### config.mk
export PLATFORM = sky130hd
export DESIGN_NAME = json_string_unescaper
export DESIGN_NICKNAME = d
export VERILOG_FILES = /design/src/jsu_pkg.sv /design/src/jsu_front.sv /design/src/jsu_queue.sv /design/src/jsu_back.sv /design/src/json_string_unescaper.sv
export SDC_FILE = /design/constraint.sdc
export NUM_CORES = 1
export LEC_CHECK = 0
export BUFFER_PORTS_ARGS = -buffer_cell sky130_fd_sc_hd__buf_2
export CORE_MARGIN = 2
export CORE_UTILIZATION = 43
export CTS_BUF_LIST = sky130_fd_sc_hd__clkbuf_16
export CTS_CLUSTER_SIZE = 28
export DETAILED_ROUTE_END_ITERATION = 10
export PLACE_DENSITY = 0.65
export REMOVE_ABC_BUFFERS = 1
export SLEW_MARGIN = 25
export SYNTH_ARGS = -nofsm -noshare
export SYNTH_HDL_FRONTEND = slang
export SYNTH_SLANG_ARGS = --single-unit
### constraint.sdc
create_clock -name aclk -period 6.2 [get_ports aclk]
set_input_delay 0.62 -clock aclk [delete_from_list [all_inputs] [get_ports aclk]]
set_output_delay 0.62 -clock aclk [all_outputs]
set_load 0.05 [all_outputs]
### src/jsu_pkg.sv
// shared types and constants for the json string unescaper
`timescale 1ns / 1ps
`default_nettype none

package jsu_pkg;

    // error codes carried on the result channel
    localparam logic [1:0] ERR_NONE      = 2'd0;
    localparam logic [1:0] ERR_BAD_ESC   = 2'd1;
    localparam logic [1:0] ERR_BAD_HEX   = 2'd2;
    localparam logic [1:0] ERR_TRUNCATED = 2'd3;

    // default depth of the job queue between front and back
    localparam int QUEUE_DEPTH_DEF = 4;

    // one decoded job: up to three output bytes caused by one input byte
    typedef struct packed {
        logic [1:0]      count;    // number of bytes, 1..3
        logic [2:0][7:0] bytes;    // bytes[0] goes out first
        logic            str_end;  // last job of the string
        logic [1:0]      err;      // error code, bytes are zero on error
    } job_t;

endpackage

`default_nettype wire

### src/jsu_front.sv
// front end: escape decoding state machine that turns input bytes into jobs
`timescale 1ns / 1ps
`default_nettype none

module jsu_front (
    input  wire logic         aclk,
    input  wire logic         aresetn,
    input  wire logic         in_accept,
    input  wire logic [7:0]   in_byte,
    input  wire logic         in_last,
    output jsu_pkg::job_t     push_job,
    output logic              push
);
    import jsu_pkg::*;

    typedef enum logic [2:0] {
        ST_NORMAL = 3'd0,
        ST_ESC    = 3'd1,
        ST_HEX1   = 3'd2,
        ST_HEX2   = 3'd3,
        ST_HEX3   = 3'd4,
        ST_HEX4   = 3'd5
    } mode_t;

    localparam logic [7:0] CH_BSLASH = 8'h5C;
    localparam logic [7:0] CH_SLASH  = 8'h2F;
    localparam logic [7:0] CH_QUOTE  = 8'h22;
    localparam logic [7:0] CH_U      = 8'h75;
    localparam logic [7:0] CH_ZERO   = 8'h30;
    localparam logic [7:0] CH_T      = 8'h74;
    localparam logic [7:0] CH_R      = 8'h72;
    localparam logic [7:0] CH_N      = 8'h6E;
    localparam logic [7:0] CH_B      = 8'h62;
    localparam logic [7:0] CH_F      = 8'h66;

    mode_t       mode_reg, mode_next;
    logic [11:0] acc_reg, acc_next;
    logic        drop_reg, drop_next;

    logic        hex_ok;
    logic [3:0]  hex_val;
    logic [15:0] cp;

    function automatic job_t mk_one(input logic [7:0] b, input logic last);
        job_t j;
        j          = '0;
        j.count    = 2'd1;
        j.bytes[0] = b;
        j.str_end  = last;
        j.err      = ERR_NONE;
        return j;
    endfunction

    function automatic job_t mk_fail(input logic [1:0] code);
        job_t j;
        j         = '0;
        j.count   = 2'd1;
        j.str_end = 1'b1;
        j.err     = code;
        return j;
    endfunction

    // hex digit decode, either case
    always_comb begin
        hex_ok  = 1'b1;
        hex_val = 4'd0;
        if (in_byte >= 8'h30 && in_byte <= 8'h39) begin
            hex_val = 4'(in_byte - 8'h30);
        end else if (in_byte >= 8'h61 && in_byte <= 8'h66) begin
            hex_val = 4'(in_byte - 8'h57);
        end else if (in_byte >= 8'h41 && in_byte <= 8'h46) begin
            hex_val = 4'(in_byte - 8'h37);
        end else begin
            hex_ok = 1'b0;
        end
    end

    assign cp = {acc_reg, hex_val};

    always_comb begin
        mode_next = mode_reg;
        acc_next  = acc_reg;
        drop_next = drop_reg;
        push_job  = '0;
        push      = 1'b0;
        if (in_accept) begin
            if (drop_reg) begin
                if (in_last) begin
                    drop_next = 1'b0;
                end
            end else begin
                unique case (mode_reg)
                    ST_ESC: begin
                        mode_next = ST_NORMAL;
                        push      = 1'b1;
                        unique case (in_byte)
                            CH_T:      push_job = mk_one(8'h09, in_last);
                            CH_R:      push_job = mk_one(8'h0D, in_last);
                            CH_N:      push_job = mk_one(8'h0A, in_last);
                            CH_B:      push_job = mk_one(8'h08, in_last);
                            CH_F:      push_job = mk_one(8'h0C, in_last);
                            CH_ZERO:   push_job = mk_one(8'h00, in_last);
                            CH_BSLASH: push_job = mk_one(CH_BSLASH, in_last);
                            CH_SLASH:  push_job = mk_one(CH_SLASH, in_last);
                            CH_QUOTE:  push_job = mk_one(CH_QUOTE, in_last);
                            CH_U: begin
                                if (in_last) begin
                                    push_job  = mk_fail(ERR_TRUNCATED);
                                end else begin
                                    push      = 1'b0;
                                    mode_next = ST_HEX1;
                                    acc_next  = '0;
                                end
                            end
                            default: begin
                                push_job  = mk_fail(ERR_BAD_ESC);
                                drop_next = !in_last;
                            end
                        endcase
                        if (push_job.err == ERR_TRUNCATED) begin
                            acc_next = '0;
                        end
                    end
                    ST_HEX1, ST_HEX2, ST_HEX3, ST_HEX4: begin
                        if (!hex_ok) begin
                            push      = 1'b1;
                            push_job  = mk_fail(ERR_BAD_HEX);
                            mode_next = ST_NORMAL;
                            acc_next  = '0;
                            drop_next = !in_last;
                        end else if (mode_reg != ST_HEX4) begin
                            if (in_last) begin
                                push      = 1'b1;
                                push_job  = mk_fail(ERR_TRUNCATED);
                                mode_next = ST_NORMAL;
                                acc_next  = '0;
                            end else begin
                                acc_next  = {acc_reg[7:0], hex_val};
                                mode_next = mode_t'(mode_reg + 3'd1);
                            end
                        end else begin
                            // fourth digit: encode the code point as utf-8
                            push      = 1'b1;
                            mode_next = ST_NORMAL;
                            acc_next  = '0;
                            push_job.str_end = in_last;
                            push_job.err     = ERR_NONE;
                            if (cp < 16'h0080) begin
                                push_job.count    = 2'd1;
                                push_job.bytes[0] = cp[7:0];
                            end else if (cp < 16'h0800) begin
                                push_job.count    = 2'd2;
                                push_job.bytes[0] = {3'b110, cp[10:6]};
                                push_job.bytes[1] = {2'b10, cp[5:0]};
                            end else begin
                                push_job.count    = 2'd3;
                                push_job.bytes[0] = {4'b1110, cp[15:12]};
                                push_job.bytes[1] = {2'b10, cp[11:6]};
                                push_job.bytes[2] = {2'b10, cp[5:0]};
                            end
                        end
                    end
                    default: begin
                        mode_next = ST_NORMAL;
                        if (in_byte == CH_BSLASH) begin
                            if (in_last) begin
                                push     = 1'b1;
                                push_job = mk_fail(ERR_TRUNCATED);
                                acc_next = '0;
                            end else begin
                                mode_next = ST_ESC;
                            end
                        end else begin
                            push     = 1'b1;
                            push_job = mk_one(in_byte, in_last);
                        end
                    end
                endcase
            end
        end
    end

    always_ff @(posedge aclk) begin
        if (!aresetn) begin
            mode_reg <= ST_NORMAL;
            acc_reg  <= '0;
            drop_reg <= 1'b0;
        end else begin
            mode_reg <= mode_next;
            acc_reg  <= acc_next;
            drop_reg <= drop_next;
        end
    end

endmodule

`default_nettype wire

### src/jsu_queue.sv
// small job queue between the decoding front and the output back
`timescale 1ns / 1ps
`default_nettype none

module jsu_queue #(
    parameter int DEPTH = jsu_pkg::QUEUE_DEPTH_DEF
) (
    input  wire logic          aclk,
    input  wire logic          aresetn,
    input  wire logic          push,
    input  wire jsu_pkg::job_t push_job,
    output logic               full,
    input  wire logic          pop,
    output jsu_pkg::job_t      head,
    output logic               not_empty
);
    import jsu_pkg::*;

    localparam int PTR_W = (DEPTH > 1) ? $clog2(DEPTH) : 1;
    localparam int CNT_W = $clog2(DEPTH + 1);

    job_t              slots [DEPTH];
    logic [PTR_W-1:0]  wr_ptr_reg, rd_ptr_reg;
    logic [CNT_W-1:0]  cnt_reg;
    logic              do_push, do_pop;

    assign full      = (cnt_reg == CNT_W'(DEPTH));
    assign not_empty = (cnt_reg != '0);
    assign do_push   = push && !full;
    assign do_pop    = pop && not_empty;
    assign head      = slots[rd_ptr_reg];

    function automatic logic [PTR_W-1:0] bump(input logic [PTR_W-1:0] p);
        return (p == PTR_W'(DEPTH - 1)) ? '0 : PTR_W'(p + 1'b1);
    endfunction

    always_ff @(posedge aclk) begin
        if (do_push) begin
            slots[wr_ptr_reg] <= push_job;
        end
    end

    always_ff @(posedge aclk) begin
        if (!aresetn) begin
            wr_ptr_reg <= '0;
            rd_ptr_reg <= '0;
            cnt_reg    <= '0;
        end else begin
            if (do_push) begin
                wr_ptr_reg <= bump(wr_ptr_reg);
            end
            if (do_pop) begin
                rd_ptr_reg <= bump(rd_ptr_reg);
            end
            if (do_push && !do_pop) begin
                cnt_reg <= cnt_reg + 1'b1;
            end else if (do_pop && !do_push) begin
                cnt_reg <= cnt_reg - 1'b1;
            end
        end
    end

endmodule

`default_nettype wire

### src/jsu_back.sv
// back end: splits each job into output bytes behind an output register
`timescale 1ns / 1ps
`default_nettype none

module jsu_back (
    input  wire logic          aclk,
    input  wire logic          aresetn,
    input  wire jsu_pkg::job_t head,
    input  wire logic          head_valid,
    output logic               pop,
    output logic               out_valid,
    input  wire logic          out_ready,
    output logic [7:0]         out_byte,
    output logic               out_run_last,
    output logic               out_str_end,
    output logic [1:0]         out_err
);
    import jsu_pkg::*;

    logic       valid_reg;
    logic [1:0] idx_reg;
    logic [7:0] byte_reg;
    logic       run_last_reg, str_end_reg;
    logic [1:0] err_reg;
    logic       load, at_end;

    assign load   = head_valid && (!valid_reg || out_ready);
    assign at_end = (2'(idx_reg + 2'd1) == head.count);
    assign pop    = load && at_end;

    always_ff @(posedge aclk) begin
        if (!aresetn) begin
            valid_reg <= 1'b0;
            idx_reg   <= '0;
        end else begin
            if (load) begin
                valid_reg <= 1'b1;
                idx_reg   <= at_end ? 2'd0 : 2'(idx_reg + 2'd1);
            end else if (out_ready) begin
                valid_reg <= 1'b0;
            end
        end
    end

    always_ff @(posedge aclk) begin
        if (load) begin
            byte_reg     <= head.bytes[idx_reg];
            run_last_reg <= at_end;
            str_end_reg  <= at_end && head.str_end;
            err_reg      <= head.err;
        end
    end

    assign out_valid    = valid_reg;
    assign out_byte     = byte_reg;
    assign out_run_last = run_last_reg;
    assign out_str_end  = str_end_reg;
    assign out_err      = err_reg;

endmodule

`default_nettype wire

### src/json_string_unescaper.sv
// top level of the json string unescaper: front decoder, job queue, output back end
//
//  channel | dir | tdata           | tlast       | tuser (low bit up)
//  s_      | in  | in_byte [7:0]   | in_last     | -
//  m_      | out | out_byte [7:0]  | string_end  | run_last, error_code[1:0]
//
// one input byte is taken per cycle while the job queue has room; a byte
// yields zero to three output bytes, and the back end sends one output byte
// per cycle while m_tready is high, so a \u escape that makes three bytes
// goes out as three transfers (it has taken six input bytes to build it)
// reset is synchronous on aresetn low and clears the escape state and queue
// the queue decouples the sides: a stall on m_tready only stops input once
// the queue of QUEUE_DEPTH jobs is full (user must set at least 2; unchecked)
`timescale 1ns / 1ps
`default_nettype none

module json_string_unescaper #(
    parameter int QUEUE_DEPTH = jsu_pkg::QUEUE_DEPTH_DEF
) (
    input  wire logic       aclk,
    input  wire logic       aresetn,
    input  wire logic       s_tvalid,
    output logic            s_tready,
    input  wire logic [7:0] s_tdata,   // in_byte
    input  wire logic       s_tlast,   // in_last
    output logic            m_tvalid,
    input  wire logic       m_tready,
    output logic [7:0]      m_tdata,   // out_byte
    output logic            m_tlast,   // string_end
    output logic [2:0]      m_tuser    // [0] run_last, [2:1] error_code
);
    import jsu_pkg::*;

    job_t push_job, head;
    logic push, full, pop, head_valid;
    logic in_accept;
    logic run_last;
    logic [1:0] err;

    // input transfer happens when s_tvalid is high and there is room in the queue
    assign s_tready  = !full;
    assign in_accept = s_tvalid && s_tready;

    jsu_front u_front (
        .aclk      (aclk),
        .aresetn   (aresetn),
        .in_accept (in_accept),
        .in_byte   (s_tdata),
        .in_last   (s_tlast),
        .push_job  (push_job),
        .push      (push)
    );

    jsu_queue #(
        .DEPTH (QUEUE_DEPTH)
    ) u_queue (
        .aclk      (aclk),
        .aresetn   (aresetn),
        .push      (push),
        .push_job  (push_job),
        .full      (full),
        .pop       (pop),
        .head      (head),
        .not_empty (head_valid)
    );

    jsu_back u_back (
        .aclk         (aclk),
        .aresetn      (aresetn),
        .head         (head),
        .head_valid   (head_valid),
        .pop          (pop),
        .out_valid    (m_tvalid),
        .out_ready    (m_tready),
        .out_byte     (m_tdata),
        .out_run_last (run_last),
        .out_str_end  (m_tlast),
        .out_err      (err)
    );

    assign m_tuser = {err, run_last};

    // an error transfer is the final result of its string and carries a zero byte
    a_err_ends: assert property (@(posedge aclk) disable iff (!aresetn)
        m_tvalid && err != ERR_NONE |-> m_tlast && run_last && m_tdata == 8'h00)
        else $error("error result not marked as end of string");

    // the end of a string is always the end of a byte's results
    a_end_run: assert property (@(posedge aclk) disable iff (!aresetn)
        m_tvalid && m_tlast |-> run_last)
        else $error("string end without run end");

    // a job is pushed only while the queue has room
    a_no_push_full: assert property (@(posedge aclk) disable iff (!aresetn)
        push |-> s_tready)
        else $error("job pushed into a full queue");

    // a multibyte job continues without an error code or string end on its lead bytes
    a_lead_ok: assert property (@(posedge aclk) disable iff (!aresetn)
        m_tvalid && !run_last |-> err == ERR_NONE && !m_tlast)
        else $error("lead byte of a sequence carries end or error");

endmodule

`default_nettype wire
==> qor.csv <==
metric;value;unit
Hold Crit Class;register to register;
Worst Skew;0.00747;ns
layout cell share with drive strength beyond 1;18.7;%
Post-CTS Resized;0;
Critical Path End;u_queue.cnt_reg[2]$_SDFFE_PN0P_;
Slew @ Worst Pin;1.04;ns
Post-synth EDFFs;116;
Main synth FF type;edfxtp_1;
clock buffer depth;2;
Die Wd;128;um
Final GP Congestion;0.859;
post-synth top area share;52.7;%
Place WS;2.25;ns
core area;0.0151;sq mm
Area growth, synth to finish;13.3;%
fill cell count;1293;
TritonCTS Buffers;17;
CP Buf/Inv Count;4;
final hold vios;0;
GRT Residual Overflow;0;
Critical Path AT;3.90;ns
Max-Slew Margin vs Limit;30.8;%
Tot Pwr;3.04;mW
R2R Setup Slk;2.79;ns
overall via count from detail_route;4195;
Required @ worst endpoint;6.54;ns
R2R cell count;11;
Startpoint Class;input pin;
sequential-to-total area share from yosys stat;61.1;%
main combinational cell family by area after synthesis;simple AND/OR/NAND/NOR gates;
Worst-path clk slew;0.06;ns
largest net degree at the start of global routing;27;
Tcrit/Tclk final;57.5;%
Tmin final;3.56;ns
Synth async-reset ratio;0;%
gr usage total;17.9;%
Peak Freq;0.281;GHz
Top Ports;27;
Critical Path Sink Type;register;
YS warnings;0;
drt first pass iters;5;
vias per cell;5.84;
Area contributors post-synth;edfxtp_1 53%, mux4_2 8.9%, dfxtp_1 8.5%;
Core Rows;45;
DRC;0;
Cells after Synth;488;
Iter 0 DRT Violations;422;
CTS tree;built;
RSZ-0062 raised after global routing;no;
Cell Area, Synth;0.00661;sq mm
post-synthesis compound-gate area fraction;9.19;%
Hold Startpoint;u_queue.wr_ptr_reg[0]$_SDFFE_PN0P_;
Sum Neg Setup Slack;0;ns
max reg flops;104;
CTS root buf;clkbuf_16;
number of cells on the critical path;15;
setup ws final;2.64;ns
Max VDD drop;226;uV
Final setup viols;0;
MaxCap Viol Count;0;
worst skew pair latency;0.42;ns
Final nets;546;
PwrDens;405;mW/mm^2
#FFs+latches synth;144;
mux contribution to synthesized area;11.0;%
Critical R2R Capture;u_queue.cnt_reg[2]$_SDFFE_PN0P_;
DR WL/cell;19.0;um
DIE AREA;0.0164;sq mm
CP cell instances;buf_2 > inv_1 > ha_1 > nor3b_1 > nor3_4 > or2_2 > a22oi_1 > o21ai_1 > inv_1 > ha_1 > inv_1 > fa_1 > xor2_1 > or3_1 > a21oi_1;
vias in the first global route;4174;
Initial Utilization;43.8;%
Simple-Gate Fraction of Synth Area;12.2;%
syn_area_per_cell;13.6;sq um
H-tree Lvls;4;
CP dominant cell by count;inv_1;
Slew Viols, Final;0;
HPWL Detailed;9090;um
highest fanout seen on the critical path;6;
global-route wire length before repair;21900;um
launch point of the worst path;s_tdata[0];
Post-Route WL;13700;um
Synth area leader;edfxtp_1;
Register Area;0.00405;sq mm
PortBufs;26;
Final ANT Viol Nets;0;
CTS sink cnt;144;
area of the multi-input gates;0.00239;sq mm
outcome;finished clean;
antenna violations before repair;0;
crit-path max cell delay;0.43;ns
Diodes inserted;0;
adder and majority gate portion of the synthesized area;3.14;%
Netlist cell types;62;
Setup CP Type;input pin to register;
Synth Area in XOR/XNOR;0.397;%
Slowest-stage cell, CP;nor3b_1;
Die Ht;128;um
Post-CTS Setup Bufs;0;
Lkg Pwr;2.64;nW
Crit path max-delay family;simple AND/OR/NAND/NOR gates;
Hold Buf Count CTS;0;
-- kinds of logic after synthesis --
group / after synthesis
xor gates and xnor gates: 3
DFF: 144
adders and majority gates: 16
and+or+nand+nor: 149
AOI/OAI and AO/OA: 90
buffers and inverters: 46
muxes: 40
-- metrics by stage --
| step | hold slack, ns | utilization (%) | instances | area, sq um |
|---|---|---|---|---|
| after floorplan | 0.448 | - | 466 | 6510 |
| after global placement | 0.461 | 45.9 | 686 | 6930 |
| after detailed placement | 0.479 | 45.9 | 686 | 6930 |
| after CTS | 0.464 | 49.6 | 718 | 7490 |
| after global routing | 0.528 | 49.7 | 718 | 7500 |
| final | 0.502 | 49.7 | 718 | 7500 |
-- area by class of cell --
type	instances	area share, %
well taps	188	3.14
clock buffers	19	6.34
multi-input cells	298	31.9
clock inverters	13	1.08
inverters	24	1.20
repair buffers	32	2.34
flip-flops and latches	144	54.0
-- cells in the mapped netlist, types with 4 or more instances --
library cell / n
inv_1: 23
nand2b_1: 7
a22o_1: 8
clkbuf_1: 13
o22ai_1: 7
o21ai_0: 16
a22oi_1: 5
nand3_1: 12
nor3b_1: 4
mux2i_1: 14
nor2b_1: 7
nor3_1: 8
edfxtp_1: 116
and2_1: 9
dfxtp_1: 28
a211oi_1: 5
a21oi_1: 24
mux4_2: 26
buf_2: 4
and3_1: 8
nand2_1: 35
nor2_1: 30
ha_1: 15
nand4_1: 8
-- power by group --
group          internal [mW]  switching [mW]  leakage [nW]
Sequential              1.24           0.107          1.34
Clock                  0.584           0.361         0.303
Combinational          0.289           0.458         0.998
-- worst min-delay path by stage --
stage / end / slack, ns / cells after the start
4_1_cts: u_back.out_valid$_SDFFE_PN0P_ / 0.46 / 4
2_1_floorplan: u_front.acc_reg[9]$_SDFFE_PN0P_ / 0.45 / 2
3_5_place_dp: u_back.out_valid$_SDFFE_PN0P_ / 0.48 / 2
5_1_grt: u_queue.wr_ptr_reg[1]$_SDFFE_PN0P_ / 0.53 / 2
3_3_place_gp: u_back.out_valid$_SDFFE_PN0P_ / 0.46 / 2
6_report: u_queue.wr_ptr_reg[0]$_SDFFE_PN0P_ / 0.50 / 2
-- cell usage in the layout, fill, tap and decap left out, types with 8 or more instances in the layout --
master     instances
a22o_1             8
edfxtp_1         116
nand4_1            8
mux4_2            26
inv_1             30
mux2i_1           14
clkbuf_16         19
and2_1             9
buf_2             26
a21oi_1           23
nand2_1           35
dfxtp_1           27
o21ai_0           16
nand3_1           12
nor3_1             8
ha_1              15
nor2_1            29
and3_1             8
-- tightest hold or removal path: stages (launching register included) --
cell and delay (ns):
dfxtp_1 0.34, nand2_1 0.06, mux2i_1 0.05
-- layer usage --
metal	routed length [um]	global-route usage [%]	part of all wire, %	up-vias
met5	0	0	0	-
met4	325	8.73	2.4	0
met3	650	3.51	4.8	24
met2	6600	28.9	48	144
met1	6100	23.2	45	2095
li1	-	-	-	1932
Note: power is estimated with default switching activity, not from simulation.
